[src/rtl/core/bbps_pkg.sv]
// Shared types and constants of the bicubic Bezier patch sampler.
// Used by the controller, the datapath and the top level; no dependencies.
package bbps_pkg;

  localparam int COORD_W      = 32;
  localparam int TWIST_W      = 34;
  localparam int WEIGHT_W     = 17;
  localparam int WEIGHT_FRAC  = 16;
  localparam int SLOTS        = 12;
  localparam int DIV_STEPS    = 17;
  localparam int OPA_W        = 38;
  localparam int OPB_W        = 18;
  localparam int PROD_W       = 56;
  localparam int ROW_W        = 54;

  localparam logic KIND_LOAD = 1'b0;
  localparam logic KIND_EVAL = 1'b1;

  localparam logic [2:0] ROW_DONE = 3'd4;
  localparam logic [2:0] LAST_W   = 3'd7;
  localparam logic [4:0] LAST_DIV = 5'(DIV_STEPS - 1);

  localparam logic [2:0] REG_U_INTERVALS = 3'd0;
  localparam logic [2:0] REG_V_INTERVALS = 3'd4;

  typedef enum logic [2:0] {
    S_IDLE,
    S_WSET1,
    S_WSET2,
    S_WDIV,
    S_MUL,
    S_ACC,
    S_OUT
  } state_t;

  typedef struct packed {
    logic       load;
    logic       capture;
    logic       wset1;
    logic       wset2;
    logic       div_step;
    logic       w_store;
    logic       mul;
    logic       acc;
    logic       out_load;
    logic [2:0] widx;
    logic [2:0] bi;
    logic [1:0] bj;
  } cmd_t;

endpackage

[src/rtl/core/bbps_ctrl.sv]
// Controller of the patch sampler: state machine, weight, divider and term counters.
// Depends on bbps_pkg; drives bbps_datapath through a cmd_t bundle.
module bbps_ctrl (
  input  logic          clk,
  input  logic          rst,
  input  logic          in_valid,
  output logic          in_ready,
  input  logic          kind,
  output logic          out_valid,
  input  logic          out_ready,
  output bbps_pkg::cmd_t cmd
);
  import bbps_pkg::*;

  state_t     state, state_next;
  logic [2:0] widx;
  logic [4:0] dcnt;
  logic [2:0] bi;
  logic [1:0] bj;
  logic       accept;
  logic       out_free;

  assign accept   = in_valid && in_ready;
  assign out_free = !out_valid || out_ready;

  always_comb begin
    state_next = state;
    case (state)
      S_IDLE:  if (accept && kind == KIND_EVAL) state_next = S_WSET1;
      S_WSET1: state_next = S_WSET2;
      S_WSET2: state_next = S_WDIV;
      S_WDIV: begin
        if (dcnt == LAST_DIV) state_next = (widx == LAST_W) ? S_MUL : S_WSET1;
      end
      S_MUL:   state_next = S_ACC;
      S_ACC: begin
        state_next = (bi == ROW_DONE && bj == 2'd3) ? S_OUT : S_MUL;
      end
      S_OUT:   if (out_free) state_next = S_IDLE;
      default: state_next = S_IDLE;
    endcase
  end

  always_comb begin
    in_ready         = (state == S_IDLE);
    cmd              = '0;
    cmd.widx         = widx;
    cmd.bi           = bi;
    cmd.bj           = bj;
    cmd.load         = accept && kind == KIND_LOAD;
    cmd.capture      = accept && kind == KIND_EVAL;
    cmd.wset1        = (state == S_WSET1);
    cmd.wset2        = (state == S_WSET2);
    cmd.div_step     = (state == S_WDIV);
    cmd.w_store      = (state == S_WDIV) && dcnt == LAST_DIV;
    cmd.mul          = (state == S_MUL);
    cmd.acc          = (state == S_ACC);
    cmd.out_load     = (state == S_OUT) && out_free;
  end

  always_ff @(posedge clk) begin
    if (rst) begin
      state     <= S_IDLE;
      widx      <= '0;
      dcnt      <= '0;
      bi        <= '0;
      bj        <= '0;
      out_valid <= 1'b0;
    end else begin
      state <= state_next;
      if (cmd.capture) begin
        widx <= '0;
        bi   <= '0;
        bj   <= '0;
      end
      if (cmd.wset2) dcnt <= '0;
      if (cmd.div_step) begin
        dcnt <= dcnt + 5'd1;
        if (cmd.w_store) widx <= widx + 3'd1;
      end
      if (cmd.acc) begin
        if (bi == ROW_DONE) begin
          bi <= '0;
          bj <= bj + 2'd1;
        end else begin
          bi <= bi + 3'd1;
        end
      end
      if (cmd.out_load) out_valid <= 1'b1;
      else if (out_valid && out_ready) out_valid <= 1'b0;
    end
  end

  a_eval_starts: assert property (@(posedge clk) disable iff (rst)
    (accept && kind == KIND_EVAL) |=> state == S_WSET1)
    else $error("evaluate transaction did not start weight setup");

  a_div_end: assert property (@(posedge clk) disable iff (rst)
    (state == S_WDIV && dcnt == LAST_DIV) |=> (state == S_WSET1 || state == S_MUL))
    else $error("divider did not hand over after its last step");

  a_sum_end: assert property (@(posedge clk) disable iff (rst)
    (state == S_ACC && bi == ROW_DONE && bj == 2'd3) |=> state == S_OUT)
    else $error("accumulation did not finish after the last row");

  a_out_set: assert property (@(posedge clk) disable iff (rst)
    cmd.out_load |=> out_valid)
    else $error("result register loaded without valid");

endmodule

[config.mk]
export PLATFORM = sky130hd
export DESIGN_NAME = bbps_ctrl
export DESIGN_NICKNAME = d
export VERILOG_FILES = /design/src/rtl/core/bbps_pkg.sv /design/src/rtl/core/bbps_ctrl.sv
export SDC_FILE = /design/constraint.sdc
export NUM_CORES = 1
export LEC_CHECK = 0
export BUFFER_PORTS_ARGS = -buffer_cell sky130_fd_sc_hd__buf_2
export CAP_MARGIN = 20
export CORE_AREA = 2 2 48 50
export DETAILED_ROUTE_END_ITERATION = 12
export DIE_AREA = 0 0 50 52
export PLACE_DENSITY = 0.73
export SETUP_SLACK_MARGIN = 0.05
export SYNTH_ARGS = -nofsm -noshare
export SYNTH_HDL_FRONTEND = slang
export SYNTH_SLANG_ARGS = --single-unit
[constraint.sdc]
create_clock -name clk -period 1.6 [get_ports clk]
set_input_delay 0.08 -clock clk [delete_from_list [all_inputs] [get_ports clk]]
set_output_delay 0.08 -clock clk [all_outputs]
set_load 0.1 [all_outputs]
# Word level (Yosys, flattened, before mapping)
# Index checks and enable logic that the tools add are counted.
# word_totals
wordCells	57
out_inout_bits	19
ff_bits	17
# op_classes
n_addsub	4
bitwise	1
reduce_logical	14
muxes	19
n_eq_ne	13
# op_table
op	count
2-to-1 mux 3 bit	10
case mux 3 bit (7 select lines)	1
== test 3 bit (second input constant)	5
2-to-1 mux 5 bit	2
2-to-1 mux 2 bit	4
logical AND 1 bit	7
adder 3 x 1 -> 3 bit (second input constant)	2
== test 3 x 2 -> 1 bit (second input constant)	2
nonzero test 2 bit	3
adder 5 x 1 -> 5 bit (second input constant)	1
== test 5 bit (second input constant)	1
!= test 2 x 1 -> 1 bit (second input constant)	2
== test 3 x 1 -> 1 bit (second input constant)	1
logical NOT 3 bit	1
AND reduction 3 bit	1
adder 2 x 1 -> 2 bit (second input constant)	1
== test 2 bit (second input constant)	1
2-to-1 mux 1 bit	2
!= test 2 bit (second input constant)	1
logical NOT 1 bit	1
logical OR 1 bit	1
NOT 1 bit	1

# Longest topological paths before layout
# Gate-level depths: netlist of the first run.
# depth
word_depth	6
ltp_mapped	5

# Worst setup path before layout of the first run
# Ideal clock, no wire load.
# synth_path
path_kind	register to output
from	reg state[0]
to	out cmd[16] in the netlist's numbering
stages_incl_launch_ff	4
required_time_ps	1520
setup_slack_ps	-1517
arrival_ps	3037
path_cell_list	dfxtp_1 or3_1 buf_4 nor3b_1
# synth_rtl
element	line_no	text
start, declared	bbps_ctrl.sv:15	state_t state, state_next;
start signal, assigned	bbps_ctrl.sv:70	state <= state_next;
end, declared	bbps_ctrl.sv:11	output bbps_pkg::cmd_t cmd

==> results.tsv, run 1 <==
stage	metric	value	unit
synthesis	Syn Inst Count	114	
synthesis	list of most frequent post-synthesis cells	sky130_fd_sc_hd__dfxtp_1 (17), sky130_fd_sc_hd__a21oi_1 (12), sky130_fd_sc_hd__nand2_1 (9)	
pwr	standby leakage power	0.600	nW
timing	final-layout setup total negative slack	-0.0117	ns
synthesis	EDFF count, synth	0	
timing	number of failing hold endpoints at the final stage	0	
synthesis	share of synthesized area occupied by flip-flops and latches	0.343	
synthesis	Post-Syn Area	991	um^2
clock_network	maximum clock path buffer count	2	
finish	relative area change from synthesis to final layout	51.5	%
clock_network	clock buffers created by TritonCTS	3	
place	weighted congestion reported at the end of routability-driven placement	0.757	
global_routing	total routing usage reported by global routing	0.201	
critical_path	Worst Path Class, Setup	reg2out	
timing	skew final	0.00346	ns
synthesis	fraction of registers with async set/reset	0	
clock_network	htree depth	1	
die	Die Footprint	0.00260	mm^2
detailed_routing	Pre-antenna DRT Iters	6	
timing	final-report max-slew violation count	0	
clock_network	clock-pin slew on the worst setup and hold paths	0.11	ns
timing	setup repair after global routing missed its margin	true	
critical_path	data required time at the worst endpoint	1.52	ns
pwr	Power Density	544	mW/mm^2
critical_path	maximum fanout along the worst path	5	
critical_path	endpoint type of the worst setup path	output pin	
timing	final setup slack of the worst path	-0.0117	ns
detailed_routing	number of design-rule violations left by the first detailed-router iteration	27	
synthesis	leading cell types by total area after synthesis	sky130_fd_sc_hd__dfxtp_1 (34%), sky130_fd_sc_hd__ha_1 (8.8%), sky130_fd_sc_hd__a21oi_1 (6.1%), sky130_fd_sc_hd__or3_1 (3.8%), sky130_fd_sc_hd__o221ai_1 (3.5%)	
job	number of violations of the max-capacitance limit	0	
finish	Diodes inserted	0	
detailed_routing	Detail Route Antenna Nets	0	
die	number of cell rows	17	
synthesis	Synthesized Nets	126	
die	starting density of the core	0.471	
synthesis	yosys warns	0	
synthesis	Avg Inst Size Synth	8.69	um^2
synthesis	top flip-flop cell by instance count after synthesis	sky130_fd_sc_hd__dfxtp_1	
timing	Highest Clock Rate	620	MHz
global_routing	largest net degree at the start of global routing	19	
die	Horiz. Die Dim	50	um
timing	Final Setup Violations	1	
clock_network	Clk Latency, worst-skew pair	0.29	ns
critical_path	Arrival @ worst endpoint	1.53	ns
timing	ratio of final minimum period to clock period	1.01	
detailed_routing	total number of vias	997	
global_routing	antenna violations before repair	0	
die	core area	0.00211	mm^2
global_routing	vias in the first global route	955	
detailed_routing	average vias per placed instance	5.66	
synthesis	post-synthesis cell type count	39	
synthesis	register bit total from synthesis	17	
synthesis	most repeated cell in the gate-level netlist after synthesis	sky130_fd_sc_hd__dfxtp_1	
pwr	Peak supply drop	0.468	mV
global_routing	gr ovfl total	0	
global_routing	first-pass GRT wire length	4070	um
status	failing checks	setup timing	
synthesis	Yosys top cell by area	sky130_fd_sc_hd__dfxtp_1	
min_path	worst hold path type	in2reg	
detailed_routing	total wire length	2420	um
clock_network	TritonCTS sink count	17	
timing	relative slew slack	0.677	
die	number of I/O pins	24	
place	number of port buffers	23	
clock_network	root buffer cell	sky130_fd_sc_hd__clkbuf_4	
finish	Total Nets Final	161	
place	detailed-placement wirelength estimate	1740	um
status	result of the run	finished, violations left	
die	DIE HEIGHT	52	um
synthesis	share of the synthesized area in the top cell type	0.343	
detailed_routing	routed wire length per instance	13.7	um
finish	fraction of layout instances using a drive strength above 1	0.493	
pwr	overall power after layout	0.817	mW
finish	filler cell count in the final layout	142	
detailed_routing	total DRC errors in the routed layout	0	
clock_network	TritonCTS clock tree	built	
timing	Min Clock Period, post-route	1.61	ns
timing	pin slew with the least headroom to its limit	0.488	ns
critical_path	category of the worst setup path launch point	flip-flop	
[flip-flops by register name (all words and copies together), names as in the netlist]
signal,count
out_valid,1
state,3
widx,3
dcnt,5
bi,3
bj,2
[final cells by class]
type | instances | area [um^2] | area share
multi-input cells | 83 | 682 | 0.454
flip-flops and latches | 17 | 364 | 0.242
repair buffers | 36 | 358 | 0.238
inverters | 8 | 35.0 | 0.0233
well taps | 28 | 35.0 | 0.0233
clock buffers | 3 | 22.5 | 0.0150
clock inverters | 1 | 5.00 | 0.00333
[cells by family (layout without fill, tap and decap cells)]
logic type      Yosys count  after routing  share of synthesized area
flops                    17             17                      0.343
fa+ha+maj                 7              7                     0.0884
buf+inv                  14             48                     0.0656
compound gates           32             32                      0.222
xor+xnor                  1              1                    0.00884
simple gates             43             43                      0.271
[repair_timing]
| item | 4_1_cts | 5_1_grt |
|---|---|---|
| endpoints found under the setup margin | 7 | 7 |
| hold buffers | 0 | 0 |
| resized for setup | 9 | 7 |
| pin swaps | 3 | 4 |
| setup buffers | 5 | 3 |
[metrics by stage]
| step | instance area [um^2] | hold WS [ns] | util | instances | setup WS (ns) |
|---|---|---|---|---|---|
| after floorplan | 1080 | 0.272 | - | 114 | -0.139 |
| after global placement | 1360 | 0.389 | 0.648 | 164 | 0.161 |
| after detailed placement | 1360 | 0.396 | 0.648 | 164 | 0.131 |
| after CTS | 1450 | 0.0802 | 0.690 | 173 | -0.0200 |
| after global routing | 1500 | 0.0887 | 0.713 | 176 | -0.0668 |
| final | 1500 | 0.0781 | 0.713 | 176 | -0.0117 |
[metal layers]
| layer | wire length, um | share of wire | vias up | global-route usage |
|---|---|---|---|---|
| met5 | 0 | 0 | - | 0 |
| met4 | 14 | 0.0058 | 0 | 0.0787 |
| met3 | 95 | 0.039 | 2 | 0.0374 |
| met2 | 1260 | 0.52 | 26 | 0.357 |
| met1 | 1050 | 0.43 | 482 | 0.238 |
| li1 | - | - | 487 | - |
[worst paths after layout]
kind / to / startpoint / cells after the start / slack (ns)
worst max-delay path: cmd[16] / state[2]$_SDFFE_PP0P_ / 3 / -0.01
worst min-delay path: out_valid$_SDFFE_PP0P_ / out_ready / 3 / 0.08
worst max register to register: widx[2]$_SDFF_PP0_ / dcnt[1]$_SDFFE_PP0P_ / 8 / 0.14
worst min register to register: bj[1]$_SDFF_PP0_ / bj[1]$_SDFF_PP0_ / 2 / 0.47
[critical path, stage by stage (launching register included)]
cell,delay [ns]
sky130_fd_sc_hd__dfxtp_4,0.37
sky130_fd_sc_hd__or3_4,0.44
sky130_fd_sc_hd__nor3b_4,0.23
sky130_fd_sc_hd__buf_12,0.20
[placed cells by master (no fill, tap or decap), types with 2 or more instances in the layout]
| cell type | synthesis | final |
|---|---|---|
| sky130_fd_sc_hd__clkinv_2 | 0 | 2 |
| sky130_fd_sc_hd__buf_4 | 3 | 12 |
| sky130_fd_sc_hd__buf_12 | 0 | 9 |
| sky130_fd_sc_hd__buf_6 | 0 | 2 |
| sky130_fd_sc_hd__o221ai_1 | 4 | 2 |
| sky130_fd_sc_hd__dfxtp_2 | 0 | 10 |
| sky130_fd_sc_hd__nand3b_1 | 2 | 2 |
| sky130_fd_sc_hd__nand3_1 | 3 | 3 |
| sky130_fd_sc_hd__o21ai_0 | 3 | 3 |
| sky130_fd_sc_hd__a21oi_1 | 12 | 12 |
| sky130_fd_sc_hd__nor2_4 | 0 | 3 |
| sky130_fd_sc_hd__inv_2 | 0 | 2 |
| sky130_fd_sc_hd__clkbuf_4 | 0 | 3 |
| sky130_fd_sc_hd__nor3b_4 | 0 | 3 |
| sky130_fd_sc_hd__or3_1 | 6 | 5 |
| sky130_fd_sc_hd__nor2_1 | 7 | 4 |
| sky130_fd_sc_hd__dfxtp_1 | 17 | 4 |
| sky130_fd_sc_hd__nand2_1 | 9 | 9 |
| sky130_fd_sc_hd__a22oi_1 | 2 | 2 |
| sky130_fd_sc_hd__inv_1 | 7 | 4 |
| sky130_fd_sc_hd__ha_1 | 7 | 6 |
| sky130_fd_sc_hd__a311oi_1 | 2 | 2 |
| sky130_fd_sc_hd__o221ai_2 | 0 | 2 |
| sky130_fd_sc_hd__buf_2 | 1 | 13 |
| sky130_fd_sc_hd__dfxtp_4 | 0 | 3 |
[power breakdown]
part / leakage, nW / switching (mW) / internal (mW)
registers: 0.145 / 0.00401 / 0.420
clock network: 0.0177 / 0.146 / 0.0929
logic: 0.438 / 0.0990 / 0.0544
total: 0.600 / 0.249 / 0.567
No activity file was read; power rests on OpenSTA's default activity.
==> run 2, diff against run 1 <==
--- a/config.mk
+++ b/config.mk
@@ -7,10 +7,9 @@
 export LEC_CHECK = 0
 export BUFFER_PORTS_ARGS = -buffer_cell sky130_fd_sc_hd__buf_2
 export CAP_MARGIN = 20
-export CORE_AREA = 2 2 48 50
+export CORE_AREA = 2 2 66 68
 export DETAILED_ROUTE_END_ITERATION = 12
-export DIE_AREA = 0 0 50 52
-export PLACE_DENSITY = 0.73
+export DIE_AREA = 0 0 68 70
 export SETUP_SLACK_MARGIN = 0.05
 export SYNTH_ARGS = -nofsm -noshare
 export SYNTH_HDL_FRONTEND = slang
==> run 2 against run 1 <==
  * The flow now finishes without violations
  * Total power up 9.7%
  * Core utilization fell by 35 points
  * Critical path depth stayed put
  * Fmax up 3.4%
  * Combinational power is 5% lower
  * Die area increased by 83%
  * Clock skew grew 0.0023 ns
  * Critical endpoint unchanged
==> results.tsv, run 2 (synthesis gave the netlist of run 1 again) <==
stage	metric	value	unit	change
clock_network	htree depth	1		unchanged
status	result of the run	complete, no violations		
place	placed standard-cell area	0.00140	mm^2	+2.8%
pwr	Peak supply drop	0.225	mV	-52%
timing	skew final	0.00572	ns	+0.00227 ns
critical_path	R2R Setup Slk	0.17	ns	+0.03 ns
timing	Min Clock Period, post-route	1.56	ns	-0.0528 ns
critical_path	endpoint type of the worst setup path	output pin		
global_routing	largest net degree at the start of global routing	19		unchanged
min_path	worst hold path type	in2reg		
detailed_routing	top routing layer used	met4		
timing	number of failing hold endpoints at the final stage	0		unchanged
detailed_routing	number of design-rule violations left by the first detailed-router iteration	29		+7.4%
finish	Diodes inserted	0		unchanged
clock_network	root buffer cell	sky130_fd_sc_hd__clkbuf_8		
global_routing	antenna violations before repair	0		unchanged
place	number of cells after detailed placement	189		+15%
global_routing	first-pass GRT wire length	3740	um	-8.2%
critical_path	data required time at the worst endpoint	1.52	ns	about the same
finish	post-route non-filler standard cell count	193		+9.7%
clock_network	TritonCTS sink count	17		unchanged
die	Die Footprint	0.00476	mm^2	+83%
critical_path	Arrival @ worst endpoint	1.48	ns	-0.05 ns
die	number of I/O pins	24		unchanged
clock_network	Clk Latency, worst-skew pair	0.25	ns	-0.04 ns
die	core area	0.00414	mm^2	+97%
finish	flip-flop count of the largest register, all copies and words added	5		unchanged
critical_path	reg2reg start	state[1]$_SDFFE_PP0P_		
finish	post-layout instance area	0.00150	mm^2	unchanged
timing	final-layout setup total negative slack	0	ns	+0.0117 ns
detailed_routing	total number of vias	937		-6.0%
critical_path	category of the worst setup path launch point	flip-flop		
place	weighted congestion reported at the end of routability-driven placement	0.711		-6.1%
critical_path	terminus of the critical flop-to-flop path	bj[1]$_SDFF_PP0_		
timing	final-report max-slew violation count	0		unchanged
clock_network	buffers inserted by post-CTS timing repair	0		-5
finish	fraction of layout instances using a drive strength above 1	0.440		-0.0535
critical_path	Crit. Startpoint	state[0]$_SDFFE_PP0P_		
timing	Final Setup Violations	0		-1
detailed_routing	total DRC errors in the routed layout	0		unchanged
timing	relative slew slack	0.677		about the same
timing	Highest Clock Rate	641	MHz	+3.4%
critical_path	worst r2r path cells	4		-4
global_routing	total routing usage reported by global routing	0.0998		-0.101
timing	worst hold slack across all endpoints	0.137	ns	+0.0591 ns
clock_network	clock buffers created by TritonCTS	3		unchanged
pwr	standby leakage power	0.606	nW	+1.0%
timing	ratio of final minimum period to clock period	0.974		-0.0330
global_routing	gr ovfl total	0		unchanged
place	number of port buffers	23		unchanged
detailed_routing	Detail Route Antenna Nets	0		unchanged
job	number of violations of the max-capacitance limit	0		unchanged
detailed_routing	Met2 Wirelength	1180	um	-6.7%
critical_path	CP endpoint	cmd[16]		
detailed_routing	routed length on met1	1010	um	-3.5%
finish	most frequent cells in the layout	sky130_fd_sc_hd__buf_2 (13), sky130_fd_sc_hd__a21oi_1 (12), sky130_fd_sc_hd__nand2_1 (9), sky130_fd_sc_hd__buf_12 (9), sky130_fd_sc_hd__dfxtp_2 (8)		
timing	setup repair after global routing missed its margin	true		
detailed_routing	total wire length	2350	um	-2.9%
timing	pin slew with the least headroom to its limit	0.488	ns	-0.000647 ns
critical_path	maximum fanout along the worst path	9		+4
die	number of cell rows	24		+7
finish	register name with the most flops	dcnt		
die	DIE HEIGHT	70	um	+35%
detailed_routing	met3 WL post-DR	147	um	+55%
place	detailed-placement wirelength estimate	1690	um	-2.6%
detailed_routing	routed wire length per instance	12.2	um	-11%
detailed_routing	average vias per placed instance	4.85		-14%
clock_network	clock-pin slew on the worst setup and hold paths	0.07	ns	-0.04 ns
die	starting density of the core	0.239		-0.231
global_routing	vias in the first global route	856		-10%
die	Horiz. Die Dim	68	um	+36%
finish	relative area change from synthesis to final layout	51.5	%	unchanged
clock_network	TritonCTS clock tree	built		
clock_network	maximum clock path buffer count	2		unchanged
detailed_routing	Pre-antenna DRT Iters	4		-2
finish	most frequent standard cell in the layout excluding fill and tap cells	sky130_fd_sc_hd__buf_2		
critical_path	Worst Path Class, Setup	reg2out		
pwr	Power Density	597	mW/mm^2	+9.7%
finish	Total Nets Final	154		-4.3%
[run 2: critical path, cell delays in order (launching register included)]
cell and delay (ns):
sky130_fd_sc_hd__dfxtp_4 0.38, sky130_fd_sc_hd__or3_4 0.41, sky130_fd_sc_hd__nor3b_4 0.23, sky130_fd_sc_hd__buf_12 0.20
[run 2: metrics by stage]
stage	total power, mW	setup slack, ns	util
floorplan	0.537	-0.139	-
global placement	0.577	0.205	0.338
CTS	0.913	0.0299	0.358
finish	0.896	0.0410	0.362
global route	0.932	-0.0173	0.362
detailed placement	0.578	0.184	0.338
[run 2: repair_timing]
action	CTS	global route
endpoints found under the hold margin	0	0
setup endpoints to repair	6	4
pin swaps	1	0
hold buffers	0	0
resized for setup	5	7
[run 2: power breakdown]
part,internal (mW),switching [mW]
registers,0.421,0.00442
logic,0.0485,0.0971
clock network,0.173,0.152
total,0.642,0.254
[run 2: worst min-delay path by stage]
stage,startpoint,endpoint,slack [ns],cells after the start
finish,out_ready,out_valid$_SDFFE_PP0P_,0.14,3
CTS,out_ready,out_valid$_SDFFE_PP0P_,0.13,3
floorplan,kind,cmd[16],0.27,1
detailed placement,out_ready,out_valid$_SDFFE_PP0P_,0.41,3
global placement,out_ready,out_valid$_SDFFE_PP0P_,0.40,3
global route,out_ready,out_valid$_SDFFE_PP0P_,0.16,3
[run 2: layout make-up]
type                    count  area (um^2)
well taps                  52         65.1
repair buffers             29          302
fillers                   418         2640
inverters                   8         35.0
multi-input cells          83          692
flip-flops and latches     17          362
clock buffers               3         41.3
clock inverters             1         5.00
[run 2: routing by layer]
metal  global-route usage  vias to the layer above
li1                     -                      472
met1                0.117                      436
met2                0.176                       27
met3               0.0193                        2
met4               0.0333                        0
met5                    0                        -
==> run 3, diff against run 2 <==
--- a/config.mk
+++ b/config.mk
@@ -10,7 +10,6 @@
 export CORE_AREA = 2 2 66 68
 export DETAILED_ROUTE_END_ITERATION = 12
 export DIE_AREA = 0 0 68 70
-export SETUP_SLACK_MARGIN = 0.05
 export SYNTH_ARGS = -nofsm -noshare
 export SYNTH_HDL_FRONTEND = slang
 export SYNTH_SLANG_ARGS = --single-unit
==> run 3 against run 2 <==
  * Clock power shrank 1%
  * Clock skew down 0.0035 ns
  * Hold slack got worse by 0.055 ns
  * Register-to-register slack is essentially flat
  * Sequential power about the same
  * Wire length shrank 4.2%
  * Count of clock-buffer cells in the layout is 1 higher
  * Largest power group unchanged
  * Cell area fell by 2.3%
  * Combinational power rose by 8%
==> results.tsv, run 3 (synthesis gave the netlist of run 1 again) <==
stage	metric	value	unit	change
status	result of the run	complete, no violations		
clock_network	TritonCTS clock tree	built		
clock_network	root buffer cell	sky130_fd_sc_hd__clkbuf_8		
die	number of I/O pins	24		unchanged
job	number of violations of the max-capacitance limit	0		unchanged
pwr	Internal Power	0.654	mW	+1.9%
die	Die Footprint	0.00476	mm^2	unchanged
die	core area	0.00414	mm^2	unchanged
timing	skew final	0.00225	ns	-0.00348 ns
critical_path	maximum fanout along the worst path	7		-2
critical_path	worst r2r path cells	4		unchanged
finish	fraction of layout instances using a drive strength above 1	0.400		-0.0397
detailed_routing	average vias per placed instance	4.79		-1.3%
finish	relative area change from synthesis to final layout	48.0	%	
timing	Highest Clock Rate	646	MHz	+0.67%
global_routing	total routing usage reported by global routing	0.106		+0.00629
detailed_routing	routed wire length per instance	11.7	um	-3.7%
finish	Diodes inserted	0		unchanged
critical_path	cell with the largest stage delay on the worst path	sky130_fd_sc_hd__or3_4		
detailed_routing	number of design-rule violations left by the first detailed-router iteration	50		+72%
critical_path	data required time at the worst endpoint	1.52	ns	about the same
timing	pin slew with the least headroom to its limit	0.486	ns	-0.00221 ns
detailed_routing	total number of vias	920		-1.8%
global_routing	largest net degree at the start of global routing	15		-4
timing	final-report max-slew violation count	0		unchanged
pwr	switching power total	0.247	mW	-2.8%
place	placed standard-cell area	0.00141	mm^2	+0.45%
detailed_routing	met3 WL post-DR	91	um	-38%
timing	setup repair after global routing missed its margin	true		
critical_path	cell breakdown of the critical path	or3_4 > buf_4 > nor2_4 > buf_12		
finish	post-layout instance area	0.00147	mm^2	-2.3%
pwr	Peak supply drop	0.242	mV	+7.5%
timing	Min Clock Period, post-route	1.55	ns	-0.0104 ns
detailed_routing	total wire length	2250	um	-4.2%
die	DIE HEIGHT	70	um	unchanged
detailed_routing	top routing layer used	met4		
clock_network	TritonCTS sink count	17		unchanged
critical_path	terminus of the critical flop-to-flop path	bi[2]$_SDFFE_PP0P_		
detailed_routing	Met2 Wirelength	1150	um	-2.4%
pwr	Sw Share	0.274		-0.00938
critical_path	Worst Path Class, Setup	reg2out		
global_routing	vias in the first global route	925		+8.1%
global_routing	first-pass GRT wire length	3950	um	+5.5%
critical_path	category of the worst setup path launch point	flip-flop		
pwr	standby leakage power	0.562	nW	-7.3%
detailed_routing	Pre-antenna DRT Iters	3		-1
place	pre-CTS setup slack	0.186	ns	+0.00204 ns
critical_path	Crit. Startpoint	state[2]$_SDFFE_PP0P_		
global_routing	antenna violations before repair	0		unchanged
finish	flip-flop count of the largest register, all copies and words added	5		unchanged
finish	register name with the most flops	dcnt		
finish	filler cell count in the final layout	443		+6.0%
place	weighted congestion reported at the end of routability-driven placement	0.732		+3.0%
finish	Total Nets Final	153		-0.65%
pwr	proportion of power drawn by the clock network	0.357		-0.006
critical_path	reg2reg start	state[0]$_SDFFE_PP0P_		
pwr	sequential fraction of design power	0.469		-0.006
clock_network	Clk Latency, worst-skew pair	0.25	ns	about the same
detailed_routing	Detail Route Antenna Nets	0		unchanged
pwr	Comb pwr share	0.174		+0.011
clock_network	clock-pin slew on the worst setup and hold paths	0.07	ns	about the same
die	number of cell rows	24		unchanged
min_path	worst hold path type	in2reg		
timing	Final Setup Violations	0		unchanged
critical_path	endpoint type of the worst setup path	output pin		
finish	most frequent standard cell in the layout excluding fill and tap cells	sky130_fd_sc_hd__buf_2		
clock_network	maximum clock path buffer count	2		unchanged
pwr	Power Density	614	mW/mm^2	+3.0%
timing	number of failing hold endpoints at the final stage	0		unchanged
critical_path	CP endpoint	cmd[15]		
finish	most frequent cells in the layout	sky130_fd_sc_hd__buf_2 (13), sky130_fd_sc_hd__a21oi_1 (12), sky130_fd_sc_hd__buf_12 (10), sky130_fd_sc_hd__nand2_1 (9), sky130_fd_sc_hd__dfxtp_1 (8)		
timing	relative slew slack	0.678		+0.00146
detailed_routing	routed length on met1	988	um	-2.0%
pwr	overall power after layout	0.901	mW	+0.56%
clock_network	clock buffers created by TritonCTS	3		unchanged
die	starting density of the core	0.239		unchanged
global_routing	gr ovfl total	0		unchanged
place	detailed-placement wirelength estimate	1730	um	+2.4%
timing	ratio of final minimum period to clock period	0.968		-0.00648
critical_path	R2R Setup Slk	0.18	ns	about the same
critical_path	Arrival @ worst endpoint	1.47	ns	about the same
detailed_routing	total DRC errors in the routed layout	0		unchanged
clock_network	htree depth	1		unchanged
critical_path	largest stage delay on the critical path	0.43	ns	+0.02 ns
clock_network	buffers inserted by post-CTS timing repair	0		unchanged
place	number of port buffers	23		unchanged
timing	final setup slack of the worst path	0.0514	ns	+0.0104 ns
die	Horiz. Die Dim	68	um	unchanged
run 3: changes by cell type in the layout (fill, tap and decap cells not counted), sizes merged:
| cell | previous run | this run |
|---|---|---|
| inv | 6 | 5 |
| clkinv | 2 | 1 |
| clkinvlp | 1 | 2 |
| buf | 29 | 28 |
| clkbuf | 3 | 4 |
run 3: layout make-up:
| class | count | area (um^2) | area share |
|---|---|---|---|
| inverter | 8 | 38.8 | 0.0265 |
| clock buffer | 4 | 45.0 | 0.0307 |
| tap | 52 | 65.1 | 0.0444 |
| timing repair buffer | 28 | 307 | 0.209 |
| multi-input combinational | 83 | 654 | 0.446 |
| sequential | 17 | 357 | 0.243 |
run 3: repair_timing:
item | CTS | global route
hold buffers | 0 | 0
endpoints found under the setup margin | 3 | 3
resized for setup | 1 | 2
run 3: metrics by stage:
step / hold slack, ns / util / std cells / setup TNS (ns)
after floorplan: 0.272 / - / 114 / -0.202
after global placement: 0.349 / 0.340 / 188 / 0
after detailed placement: 0.341 / 0.340 / 188 / 0
after CTS: 0.0735 / 0.352 / 192 / 0
after global routing: 0.0809 / 0.354 / 192 / -0.0156
final: 0.0821 / 0.354 / 192 / 0
run 3: how the worst min path moves through the flow:
| stage | start | end | slack (ns) | depth (start not counted) |
|---|---|---|---|---|
| 3_5_place_dp | rst | bj[0]$_SDFF_PP0_ | 0.34 | 2 |
| 4_1_cts | rst | bj[0]$_SDFF_PP0_ | 0.07 | 2 |
| 3_3_place_gp | rst | bj[0]$_SDFF_PP0_ | 0.35 | 2 |
| 2_1_floorplan | kind | cmd[16] | 0.27 | 1 |
| 6_report | rst | bj[0]$_SDFF_PP0_ | 0.08 | 2 |
| 5_1_grt | rst | bj[0]$_SDFF_PP0_ | 0.08 | 2 |
run 3: worst max-delay path: cells and delay by family, from the launching register on:
kind	cells	cell delay, ns
flip-flops	1	0.32
buffers and inverters	2	0.36
AND/OR/NAND/NOR	2	0.54
run 3: layer usage:
| layer | global-route usage | up-vias |
|---|---|---|
| met4 | 0.0467 | 0 |
| met1 | 0.127 | 430 |
| met5 | 0 | - |
| li1 | - | 475 |
| met2 | 0.179 | 13 |
| met3 | 0.0193 | 2 |
run 3: power by group through the flow:
stage	logic (mW)	clock network, mW	registers [mW]
2_1_floorplan	0.103	0	0.435
3_3_place_gp	0.156	0	0.432
3_5_place_dp	0.156	0	0.432
4_1_cts	0.158	0.335	0.423
5_1_grt	0.164	0.358	0.423
6_report	0.157	0.321	0.423
